$ cat config.mk
export PLATFORM = sky130hd
export DESIGN_NAME = phase_current_moving_average
export DESIGN_NICKNAME = d
export VERILOG_FILES = /design/src/rtl/pcma_pkg.sv /design/src/rtl/pcma_lane.sv /design/src/rtl/pcma_ring.sv /design/src/rtl/phase_current_moving_average.sv
export SDC_FILE = /design/constraint.sdc
export NUM_CORES = 1
export LEC_CHECK = 0
export ABC_AREA = 0
export BUFFER_PORTS_ARGS = -buffer_cell sky130_fd_sc_hd__buf_2
export CAP_MARGIN = 20
export CORE_UTILIZATION = 42
export CTS_CLUSTER_SIZE = 28
export DETAILED_ROUTE_END_ITERATION = 6
export PLACE_DENSITY = 0.7
export SYNTH_ARGS = -nofsm -noshare
export SYNTH_HDL_FRONTEND = slang
export SYNTH_HIERARCHICAL = 1
export SYNTH_SLANG_ARGS = --single-unit
$ cat constraint.sdc
create_clock -name i_clk -period 18.1 [get_ports i_clk]
set_input_delay 2.715 -clock i_clk [delete_from_list [all_inputs] [get_ports i_clk]]
set_output_delay 2.715 -clock i_clk [all_outputs]
set_load 0.02 [all_outputs]
$ cat src/rtl/pcma_pkg.sv
// ----------------------------------------------------------------------------
// pcma_pkg: shared types and constants for the phase current moving average
// Widths, register codes, reset values and the ring control bundle.
// ----------------------------------------------------------------------------
package pcma_pkg;

    localparam int MAX_WINDOW = 8;
    localparam int SAMPLE_W   = 12;
    localparam int DIFF_SUM_W = SAMPLE_W + 2;
    localparam int RING_AW    = $clog2(MAX_WINDOW);
    localparam int FILL_W     = $clog2(MAX_WINDOW + 1);
    localparam int SUM_W      = 15;
    localparam int CFG_IDX_W  = 2;
    localparam int CFG_DATA_W = 12;
    localparam int WLOG2_W    = 2;

    localparam logic [SAMPLE_W-1:0] SAMPLE_MAX  = 12'd4095;
    localparam logic [SAMPLE_W-1:0] BIAS_RESET  = 12'd0;
    localparam logic [SAMPLE_W-1:0] LIMIT_RESET = 12'd2000;
    localparam logic [WLOG2_W-1:0]  WLOG2_RESET = 2'd2;
    localparam logic [WLOG2_W-1:0]  WLOG2_WIDE  = 2'd3;

    typedef enum logic [CFG_IDX_W-1:0] {
        CFG_ADC_BIAS      = 2'd0,
        CFG_WINDOW_LOG2   = 2'd1,
        CFG_CURRENT_LIMIT = 2'd2
    } t_cfg_index;

    typedef struct packed {
        logic                clear;
        logic                wide;
        logic [SAMPLE_W-1:0] current_limit;
    } t_ring_ctrl;

endpackage

$ cat src/rtl/pcma_lane.sv
// ----------------------------------------------------------------------------
// pcma_lane: one phase lane
// Registered absolute difference between a phase sample and the ADC bias.
// ----------------------------------------------------------------------------
module pcma_lane (
    input  logic                          i_clk,
    input  logic                          i_en,
    input  logic [pcma_pkg::SAMPLE_W-1:0] i_sample,
    input  logic [pcma_pkg::SAMPLE_W-1:0] i_bias,
    output logic [pcma_pkg::SAMPLE_W-1:0] o_diff
);
    import pcma_pkg::*;

    logic [SAMPLE_W-1:0] r_diff;
    logic [SAMPLE_W-1:0] n_diff;

    always_comb begin
        if (i_sample >= i_bias) begin
            n_diff = i_sample - i_bias;
        end else begin
            n_diff = i_bias - i_sample;
        end
    end

    always_ff @(posedge i_clk) begin
        if (i_en) begin
            r_diff <= n_diff;
        end
    end

    assign o_diff = r_diff;

endmodule

$ cat src/rtl/pcma_ring.sv
// ----------------------------------------------------------------------------
// pcma_ring: lane merge, sample ring and running sum
// Merges the lane differences, updates the boxcar window and registers the
// averaged, clamped result in the output stage.
// ----------------------------------------------------------------------------
module pcma_ring (
    input  logic                          i_clk,
    input  logic                          i_rst_n,
    input  pcma_pkg::t_ring_ctrl          i_ctrl,
    input  logic                          i_s1_valid,
    input  logic                          i_s1_running,
    input  logic [pcma_pkg::SAMPLE_W-1:0] i_diff_u,
    input  logic [pcma_pkg::SAMPLE_W-1:0] i_diff_v,
    input  logic [pcma_pkg::SAMPLE_W-1:0] i_diff_w,
    input  logic                          i_out_stall,
    output logic                          o_adv,
    output logic                          o_out_valid,
    output logic [pcma_pkg::SAMPLE_W-1:0] o_filtered
);
    import pcma_pkg::*;

    logic [SAMPLE_W-1:0] r_ring [MAX_WINDOW];
    logic [SUM_W-1:0]    r_sum;
    logic [RING_AW-1:0]  r_wr_pos;
    logic [FILL_W-1:0]   r_fill;
    logic                r_out_valid;
    logic [SAMPLE_W-1:0] r_result;

    logic [SUM_W-1:0]      n_sum;
    logic [RING_AW-1:0]    n_wr_pos;
    logic [FILL_W-1:0]     n_fill;
    logic [SAMPLE_W-1:0]   n_result;
    logic                  eff_wide;
    logic [RING_AW-1:0]    win_m1;
    logic [FILL_W-1:0]     win;
    logic [RING_AW-1:0]    pos;
    logic                  full;
    logic                  load;
    logic [DIFF_SUM_W-1:0] total;
    logic [DIFF_SUM_W-2:0] half;
    logic [SAMPLE_W-1:0]   v;
    logic [SAMPLE_W-1:0]   sub;
    logic [SUM_W-1:0]      shifted;

    assign eff_wide = i_ctrl.wide && (MAX_WINDOW >= 8);
    assign win_m1   = eff_wide ? RING_AW'(7) : RING_AW'(3);
    assign win      = FILL_W'(win_m1) + FILL_W'(1);
    assign pos      = r_wr_pos & win_m1;
    assign full     = (r_fill >= win);
    assign o_adv    = !r_out_valid || !i_out_stall;
    assign load     = o_adv && i_s1_valid;

    always_comb begin
        total = DIFF_SUM_W'(i_diff_u) + DIFF_SUM_W'(i_diff_v) + DIFF_SUM_W'(i_diff_w);
        half  = total[DIFF_SUM_W-1:1];
        if (half > (DIFF_SUM_W-1)'(SAMPLE_MAX)) begin
            v = SAMPLE_MAX;
        end else begin
            v = half[SAMPLE_W-1:0];
        end
        sub      = full ? r_ring[pos] : '0;
        n_sum    = r_sum - SUM_W'(sub) + SUM_W'(v);
        n_wr_pos = (pos + RING_AW'(1)) & win_m1;
        n_fill   = full ? r_fill : r_fill + FILL_W'(1);
        shifted  = eff_wide ? (n_sum >> 3) : (n_sum >> 2);
        if (shifted > SUM_W'(SAMPLE_MAX)) begin
            n_result = SAMPLE_MAX;
        end else begin
            n_result = shifted[SAMPLE_W-1:0];
        end
        if (i_s1_running && (n_result > i_ctrl.current_limit)) begin
            n_result = i_ctrl.current_limit;
        end
    end

    always_ff @(posedge i_clk) begin
        if (!i_rst_n) begin
            r_sum       <= '0;
            r_wr_pos    <= '0;
            r_fill      <= '0;
            r_out_valid <= 1'b0;
        end else begin
            if (i_ctrl.clear) begin
                r_sum    <= '0;
                r_wr_pos <= '0;
                r_fill   <= '0;
            end else if (load) begin
                r_sum    <= n_sum;
                r_wr_pos <= n_wr_pos;
                r_fill   <= n_fill;
            end
            if (o_adv) begin
                r_out_valid <= i_s1_valid;
            end
        end
    end

    always_ff @(posedge i_clk) begin
        if (load && !i_ctrl.clear) begin
            r_ring[pos] <= v;
        end
        if (load) begin
            r_result <= n_result;
        end
    end

    assign o_out_valid = r_out_valid;
    assign o_filtered  = r_result;

    a_fill_bound: assert property (@(posedge i_clk) disable iff (!i_rst_n)
        r_fill <= win)
        else $error("fill count beyond window");

    a_pos_bound: assert property (@(posedge i_clk) disable iff (!i_rst_n)
        r_wr_pos <= win_m1)
        else $error("write position outside window");

    a_clear: assert property (@(posedge i_clk) disable iff (!i_rst_n)
        i_ctrl.clear |=> (r_fill == '0) && (r_sum == '0) && (r_wr_pos == '0))
        else $error("window clear did not empty the filter");

    a_clamp: assert property (@(posedge i_clk) disable iff (!i_rst_n)
        (load && i_s1_running) |=> (r_result <= $past(i_ctrl.current_limit)))
        else $error("running result above current limit");

endmodule

$ cat src/rtl/phase_current_moving_average.sv
// ----------------------------------------------------------------------------
// phase_current_moving_average: boxcar filter of phase current magnitude
// Each input transaction passes the lane register stage, then the output register, to o_valid.
// Throughput: one transaction per cycle unless i_stall holds the output; while a
// finished result waits in the output register, the lane register stage takes one more transaction.
// Reset (synchronous, active low) empties the window and loads register
// defaults; ring contents are not cleared, the fill count masks them.
// ----------------------------------------------------------------------------
module phase_current_moving_average (
    input  logic                            i_clk,
    input  logic                            i_rst_n,
    input  logic                            i_cfg_wr_en,
    input  logic [pcma_pkg::CFG_IDX_W-1:0]  i_cfg_index,
    input  logic [pcma_pkg::CFG_DATA_W-1:0] i_cfg_data,
    input  logic                            i_valid,
    output logic                            o_stall,
    input  logic [pcma_pkg::SAMPLE_W-1:0]   i_phase_u_sample,
    input  logic [pcma_pkg::SAMPLE_W-1:0]   i_phase_v_sample,
    input  logic [pcma_pkg::SAMPLE_W-1:0]   i_phase_w_sample,
    input  logic                            i_motor_running,
    output logic                            o_valid,
    input  logic                            i_stall,
    output logic [pcma_pkg::SAMPLE_W-1:0]   o_filtered_current
);
    import pcma_pkg::*;

    logic [SAMPLE_W-1:0] r_adc_bias;
    logic [WLOG2_W-1:0]  r_window_log2;
    logic [SAMPLE_W-1:0] r_current_limit;
    logic                r_s1_valid;
    logic                r_s1_running;

    logic                s1_adv;
    logic                accept;
    logic                ring_adv;
    t_ring_ctrl          ring_ctrl;
    logic [SAMPLE_W-1:0] diff_u;
    logic [SAMPLE_W-1:0] diff_v;
    logic [SAMPLE_W-1:0] diff_w;

    always_ff @(posedge i_clk) begin
        if (!i_rst_n) begin
            r_adc_bias      <= BIAS_RESET;
            r_window_log2   <= WLOG2_RESET;
            r_current_limit <= LIMIT_RESET;
        end else if (i_cfg_wr_en) begin
            if (i_cfg_index == CFG_ADC_BIAS) begin
                r_adc_bias <= i_cfg_data[SAMPLE_W-1:0];
            end
            if (i_cfg_index == CFG_WINDOW_LOG2) begin
                r_window_log2 <= i_cfg_data[WLOG2_W-1:0];
            end
            if (i_cfg_index == CFG_CURRENT_LIMIT) begin
                r_current_limit <= i_cfg_data[SAMPLE_W-1:0];
            end
        end
    end

    assign ring_ctrl.clear         = i_cfg_wr_en && (i_cfg_index == CFG_WINDOW_LOG2);
    assign ring_ctrl.wide          = (r_window_log2 == WLOG2_WIDE);
    assign ring_ctrl.current_limit = r_current_limit;

    assign s1_adv  = !r_s1_valid || ring_adv;
    assign accept  = i_valid && s1_adv;
    assign o_stall = !s1_adv;

    always_ff @(posedge i_clk) begin
        if (!i_rst_n) begin
            r_s1_valid <= 1'b0;
        end else if (s1_adv) begin
            r_s1_valid <= i_valid;
        end
    end

    always_ff @(posedge i_clk) begin
        if (accept) begin
            r_s1_running <= i_motor_running;
        end
    end

    pcma_lane u_lane_u (
        .i_clk    (i_clk),
        .i_en     (accept),
        .i_sample (i_phase_u_sample),
        .i_bias   (r_adc_bias),
        .o_diff   (diff_u)
    );

    pcma_lane u_lane_v (
        .i_clk    (i_clk),
        .i_en     (accept),
        .i_sample (i_phase_v_sample),
        .i_bias   (r_adc_bias),
        .o_diff   (diff_v)
    );

    pcma_lane u_lane_w (
        .i_clk    (i_clk),
        .i_en     (accept),
        .i_sample (i_phase_w_sample),
        .i_bias   (r_adc_bias),
        .o_diff   (diff_w)
    );

    pcma_ring u_ring (
        .i_clk        (i_clk),
        .i_rst_n      (i_rst_n),
        .i_ctrl       (ring_ctrl),
        .i_s1_valid   (r_s1_valid),
        .i_s1_running (r_s1_running),
        .i_diff_u     (diff_u),
        .i_diff_v     (diff_v),
        .i_diff_w     (diff_w),
        .i_out_stall  (i_stall),
        .o_adv        (ring_adv),
        .o_out_valid  (o_valid),
        .o_filtered   (o_filtered_current)
    );

endmodule

==> results of run 1 <==
-- metrics by stage --
step	setup WS [ps]	util
after global routing	10350	0.4705
after detailed placement	10860	0.4507
after floorplan	11370	-
after global placement	11090	0.4503
after CTS	10860	0.4701
final	10830	0.4705
-- where the power goes --
part	internal, W	total [W]	switching (W)	leakage [nW]
logic	0.000674	0.00167	0.000994	3.67
registers	0.000638	0.000660	0.0000223	1.74
clock network	0.000194	0.000367	0.000173	0.283
-- worst max-delay path, delay by kind of cell (launching register included) --
kind | cells | cell delay [ps]
compound gates | 13 | 3260
simple gates | 4 | 760
mux | 1 | 360
buf+inv | 4 | 290
fa+ha+maj | 6 | 2020
flops | 1 | 330
-- cells by family after synthesis --
logic type	after synthesis	share of synthesized area
xor+xnor	53	0.03640
simple gates	308	0.1166
buf+inv	205	0.06720
flops	195	0.4199
fa+ha+maj	143	0.1580
mux	68	0.05592
compound gates	298	0.1461
-- metal layers --
| layer | part of all wire | vias up |
|---|---|---|
| met5 | 0 | - |
| met4 | 0.019 | 0 |
| met3 | 0.046 | 35 |
| met2 | 0.49 | 235 |
| met1 | 0.45 | 4480 |
| li1 | - | 4570 |
-- state kept, by name (all words and copies together) (netlist names) --
name                count
u_ring/r_ring          96
r_s1_running            1
u_ring/r_fill           4
u_ring/o_filtered      12
u_lane_u/o_diff        12
r_current_limit        12
r_adc_bias             12
u_ring/r_sum           15
r_s1_valid              1
u_lane_v/o_diff        12
u_ring/o_out_valid      1
r_window_log2           2
u_lane_w/o_diff        12
u_ring/r_wr_pos         3
-- area by class of cell --
class | count | area [um2] | share of cell area
clock buffers | 18 | 429.2 | 0.03069
multi-input cells | 870 | 6549 | 0.4684
flip-flops and latches | 195 | 5355 | 0.3830
inverters | 154 | 578.1 | 0.04134
well taps | 390 | 488.0 | 0.03490
clock inverters | 14 | 147.6 | 0.01056
repair buffers | 80 | 435.4 | 0.03114
-- how the worst min path moves through the flow --
stage / start / end / cells past startpoint / slack [ps]
after CTS: u_ring/r_sum[9]$_SDFFE_PP0P_ / u_ring/r_sum[9]$_SDFFE_PP0P_ / 2 / 460
after global placement: u_ring/r_sum[9]$_SDFFE_PP0P_ / u_ring/r_sum[9]$_SDFFE_PP0P_ / 2 / 440
final: u_ring/r_sum[9]$_SDFFE_PP0P_ / u_ring/r_sum[9]$_SDFFE_PP0P_ / 2 / 460
after detailed placement: u_ring/r_sum[9]$_SDFFE_PP0P_ / u_ring/r_sum[9]$_SDFFE_PP0P_ / 2 / 450
after global routing: u_ring/r_sum[5]$_SDFFE_PP0P_ / u_ring/r_sum[5]$_SDFFE_PP0P_ / 2 / 490
after floorplan: r_window_log2[0]$_SDFFE_PN0P_ / r_window_log2[0]$_SDFFE_PN0P_ / 2 / 430
-- synth_stat cells (13+ instances only) --
cell type | instances | area share
xor2_1 | 28 | 0.019
nor2_1 | 82 | 0.024
xnor2_1 | 25 | 0.017
ha_1 | 113 | 0.11
nand2_1 | 101 | 0.030
edfxtp_1 | 145 | 0.34
a21o_1 | 14 | 0.0082
a21oi_1 | 96 | 0.038
o21ai_0 | 53 | 0.021
nand3_1 | 13 | 0.0051
o21a_1 | 14 | 0.0082
nand2b_1 | 27 | 0.013
clkbuf_1 | 20 | 0.0059
nor3_1 | 13 | 0.0051
o22ai_1 | 37 | 0.018
mux2i_1 | 54 | 0.042
buf_2 | 16 | 0.0063
dfxtp_1 | 50 | 0.078
fa_1 | 30 | 0.047
inv_1 | 154 | 0.045
==> results.md, run 1 <==
* Status: complete, but fails checks
* Failing checks: DRC
* Critical Path Fanout Max at 12
* DRC Markers at 2
* VDD IR-drop max at 0.0001566 V
* Commonest non-fill, non-tap cell in the layout: inv_1
* Most frequent cells in the layout: inv_1, edfxtp_1, ha_1
* Initial antenna violation count at 0
* Vias at 9320
* R2R cell count at 28
* Root Buffer: clkbuf_16
* Fin Hold WS at 460.9 ps
* Path type of the worst setup path: flop to flop
* Total length of routed wires at 29390 um
* Number of synthesized flops with an enable pin at 145
* First-pass GRT wire length at 46810 um
* PortBufs at 69
* Top Ports at 70
* Tot GR Track Use at 0.1947
* Final Wtd Congestion at 0.9004
* Capture point of the critical path: u_ring/o_filtered[10]$_DFFE_PP_
* CTS resizes at 0
* Die span in x at 176.3 um
* Die height at 176.3 um
* Crit-path max cell delay at 710 ps
* Initial DRC Count at 706
* Worst slew pin tran at 1015 ps
* Hold Buf Count CTS at 0
* Seq/Total Area, Yosys at 0.4199
* Max Fclk at 0.1375 GHz
* CP most frequent cell: inv_1
* Ys flop type: edfxtp_1
* Worst endpoint required time at 18280 ps
* CTS Buffer Depth at 2
* Post-DP HPWL at 22120 um
* Slew HR at 0.3221
* Worst Path Arrival at 7460 ps
* Fraction of registers with async set/reset at 0
* Postcts setup bufs at 0
* Reg2reg setup slack at 10830 ps
* Unique masters post-synth at 66
* Post-route ant nets at 0
* Syn avg cell area at 10.04 um2
* CTS Buf Count at 17
* Die area at 31070 um2
* Vias per cell at 5.415
* YS warnings at 6
* Number of fill cells at 2790
* Setup tns final at 0 ps
* Final Hold Fails at 0
* Grt met2 use at 0.3325
* Crit-path slowest cell: o21ai_0
* Nature of the critical path endpoint: flop
* Reg2Reg Launch Point: u_lane_u/o_diff[1]$_DFFE_PP_
* Final min period at 7274 ps
* Critical path startpoint category: flop
* Synth Net Count at 1469
* R2R Path End: u_ring/o_filtered[10]$_DFFE_PP_
* RSZ-0062 raised after global routing: no
* Sink Count at 195
* Share of layout cells above drive strength 1 at 0.1037
* Mapped Cells at 1270
* Dpl cell area at 13390 um2
* M1 GR Usage at 0.2527
* Pins Over Slew Limit at 0
* Nets at 1517
* Netlist Area Pre-Place at 12750 um2
* ANT cells at 0
* DRT Pass-1 Iters at 7
* Largest net degree at the start of global routing at 42
* Max-cap violations at 0
* Hold Path Class: flop to flop
* Final period util at 0.4019
* Initial core utilization at 0.4292
* Final Cell Area at 13980 um2
* Setup Viol. Count Final at 0
* Core ar. at 29720 um2
* Clk_lat worst skew at 440 ps
* GRT met3 Usage at 0.02778
* Crit. Startpoint: u_lane_u/o_diff[1]$_DFFE_PP_
* CTS tree: built
* Std cell rows at 63
* Final Power at 0.002695 W
* Power per Cell Area at 192.8 nW/um2
* CTS H-tree depth at 4
* Most used routing layer: met2
* Synthesized flop and latch total at 195
* Vias in the first global route at 9092
* Pleak at 5.691 nW
* Synth-to-Final Area Change at 9.634%
* Clock transition at the registers of the reported paths at 80 ps
* Max Clock Skew at 12.03 ps
* Remaining global-route overflow at 0
* Routed WL per cell at 17.08 um
* Placed Cells at 1688
* Non-Filler Instances at 1721
Note: power is estimated with default switching activity, not from simulation.
==> run 2: changes to the inputs <==
==> constraint.sdc (replaced) <==
create_clock -name i_clk -period 6.7 [get_ports i_clk]
set_input_delay 1.005 -clock i_clk [delete_from_list [all_inputs] [get_ports i_clk]]
set_output_delay 1.005 -clock i_clk [all_outputs]
set_load 0.02 [all_outputs]
==> results.md, run 2 (synthesized netlist as in run 1, its figures left out) <==
* Dpl cell area at 13700 um2 (+2.3%)
* Hold Path Class: flop to flop
* Core ar. at 29720 um2 (unchanged)
* Post-route ant nets at 0 (unchanged)
* Vias per cell at 5.425 (+0.17%)
* Placed Cells at 1727 (+2.3%)
* Std cell rows at 63 (unchanged)
* Die height at 176.3 um (unchanged)
* Pins Over Slew Limit at 0 (unchanged)
* Vias in the first global route at 9479 (+4.3%)
* Largest net degree at the start of global routing at 42 (unchanged)
* Die area at 31070 um2 (unchanged)
* Tot GR Track Use at 0.2037 (+0.008952)
* Vias at 9634 (+3.4%)
* Initial core utilization at 0.4292 (unchanged)
* ANT cells at 0 (unchanged)
* Max reg flops at 96 (unchanged)
* Non-Filler Instances at 1776 (+3.2%)
* Power per Cell Area at 586.4 nW/um2 (+200%)
* Share of layout cells above drive strength 1 at 0.1804 (+0.07669)
* Final period util at 0.9762 (+0.5743)
* Final Hold Fails at 0 (unchanged)
* CTS tree: built
* Max Fclk at 0.1529 GHz (+11%)
* CTS H-tree depth at 4 (unchanged)
* Nature of the critical path endpoint: flop
* Die span in x at 176.3 um (unchanged)
* Worst slew pin tran at 989.6 ps (-25.02 ps)
* Synth-to-Final Area Change at 15.57%
* Final Power at 0.008642 W (+220%)
* Hold Buf Count CTS at 0 (unchanged)
* Final Cell Area at 14740 um2 (+5.4%)
* Sw power at 0.003682 W (+210%)
* Initial DRC Count at 739 (+4.7%)
* Max Clock Skew at 14.82 ps (+2.796 ps)
* Seq pwr share at 0.206 (-0.039)
* Top Ports at 70 (unchanged)
* Routed WL per cell at 17.65 um (+3.3%)
* Setup Viol. Count Final at 0 (unchanged)
* CTS Buf Count at 17 (unchanged)
* Worst Path Arrival at 6730 ps (-730 ps)
* Remaining global-route overflow at 0 (unchanged)
* DRC Markers at 0 (-2)
* Nets at 1572 (+3.6%)
* Comb pwr share at 0.675 (+0.056)
* Total length of routed wires at 31350 um (+6.6%)
* Top reg by flops: u_ring/r_ring
* Root Buffer: clkbuf_16
* Worst endpoint required time at 6890 ps (-11390 ps)
* Max-cap violations at 0 (unchanged)
* Final Wtd Congestion at 0.8740 (-2.9%)
* DRT Pass-1 Iters at 5 (-2)
* Commonest non-fill, non-tap cell in the layout: inv_1
* Sink Count at 195 (unchanged)
* Most frequent cells in the layout: inv_1, edfxtp_1, ha_1
* Initial antenna violation count at 0 (unchanged)
* Sw Share at 0.4260 (-0.01509)
* Top Registers: u_ring/r_ring x96, u_ring/r_sum x15
* Post-DP HPWL at 23210 um (+4.9%)
* First-pass GRT wire length at 49220 um (+5.2%)
* Critical Path Fanout Max at 6 (-6)
* Critical path startpoint category: flop
* Clock power frac at 0.119 (-0.017)
* Status: finished clean
* CTS Buffer Depth at 2 (unchanged)
* Slew HR at 0.3388 (+0.01671)
* Clock transition at the registers of the reported paths at 70 ps (about the same)
* PortBufs at 69 (unchanged)
* Cell Int Power at 0.004960 W (+230%)
* Clk_lat worst skew at 440 ps (about the same)
* Path type of the worst setup path: flop to flop
* Final min period at 6540 ps (-734.0 ps)
* Pleak at 6.039 nW (+6.1%)
* VDD IR-drop max at 0.0005211 V (+230%)
## run 2: cell count changes in the layout (fill, tap and decap cells not counted), moves of 5 or more
cell     delta
ha_1        -6
o21ai_2     +5
a21oi_1     -5
nor2_1      -6
buf_4      +52
## run 2: layout make-up
class                           instances  area [um2]
Fill cell                            2664       14980
Multi-Input combinational cell        871        6859
Sequential cell                       195        5355
Timing Repair Buffer                  134       850.8
Inverter                              154       578.1
Tap cell                              390       488.0
Clock buffer                           20       478.0
Clock inverter                         12       130.1
## run 2: metal layers
| layer | routed length, um | part of all wire | GRT usage |
|---|---|---|---|
| met2 | 15360 | 0.49 | 0.3491 |
| met4 | 624 | 0.020 | 0.05616 |
| met3 | 1545 | 0.049 | 0.02713 |
| met5 | 0 | 0 | 0 |
| met1 | 13810 | 0.44 | 0.2684 |
## run 2: worst max-delay path: stages, from the launching register on
cell and delay, ps:
edfxtp_1 400, fa_1 520, ha_1 300, a21o_1 120, a21oi_2 70, o21a_1 190
o31ai_2 260, a22o_1 240, a21oi_1 120, a31o_2 280, fa_1 510, inv_1 50
ha_2 390, and4_4 260, and2_1 230, a22oi_2 140, and3_4 210, o31a_1 310
ha_1 320, and3_4 160, a221o_1 320, a221oi_2 270, o21ai_2 110, o211a_4 190
mux2_1 310
## run 2: final timing paths
kind              slack (ps)                             end  depth (start not counted)                         start
setup / recovery         160  u_ring/o_filtered[4]$_DFFE_PP_                         24  u_lane_w/o_diff[2]$_DFFE_PP_
hold / removal           460    u_ring/r_sum[5]$_SDFFE_PP0P_                          2  u_ring/r_sum[5]$_SDFFE_PP0P_
setup reg to reg         160  u_ring/o_filtered[4]$_DFFE_PP_                         24  u_lane_w/o_diff[2]$_DFFE_PP_
hold reg to reg          460    u_ring/r_sum[5]$_SDFFE_PP0P_                          2  u_ring/r_sum[5]$_SDFFE_PP0P_
## run 2: what timing repair did
item | 4_1_cts | 5_1_grt
buffers inserted | 3 | 11
gates cloned | 1 | 1
setup endpoints to repair | 12 | 12
resized for setup | 5 | 63
pin swaps | 5 | 32
## run 2: power groups by stage
stage	clock, W	combinational, W	sequential (W)
finish	0.00103	0.00583	0.00178
global route	0.00109	0.00637	0.00180
CTS	0.00105	0.00487	0.00178
detailed placement	0	0.00467	0.00181
global placement	0	0.00456	0.00181
floorplan	0	0.00341	0.00184
## run 2: per-stage QoR
stage               hold WS [ps]  worst slack [ps]  setup TNS (ps)    util
floorplan                  430.1             21.61               0       -
global placement           437.6             53.38               0  0.4610
detailed placement         450.5            -135.4           -1228  0.4610
CTS                        462.0             4.835               0  0.4831
global route               496.8            -92.53          -958.6  0.4960
finish                     463.5             159.6               0  0.4960
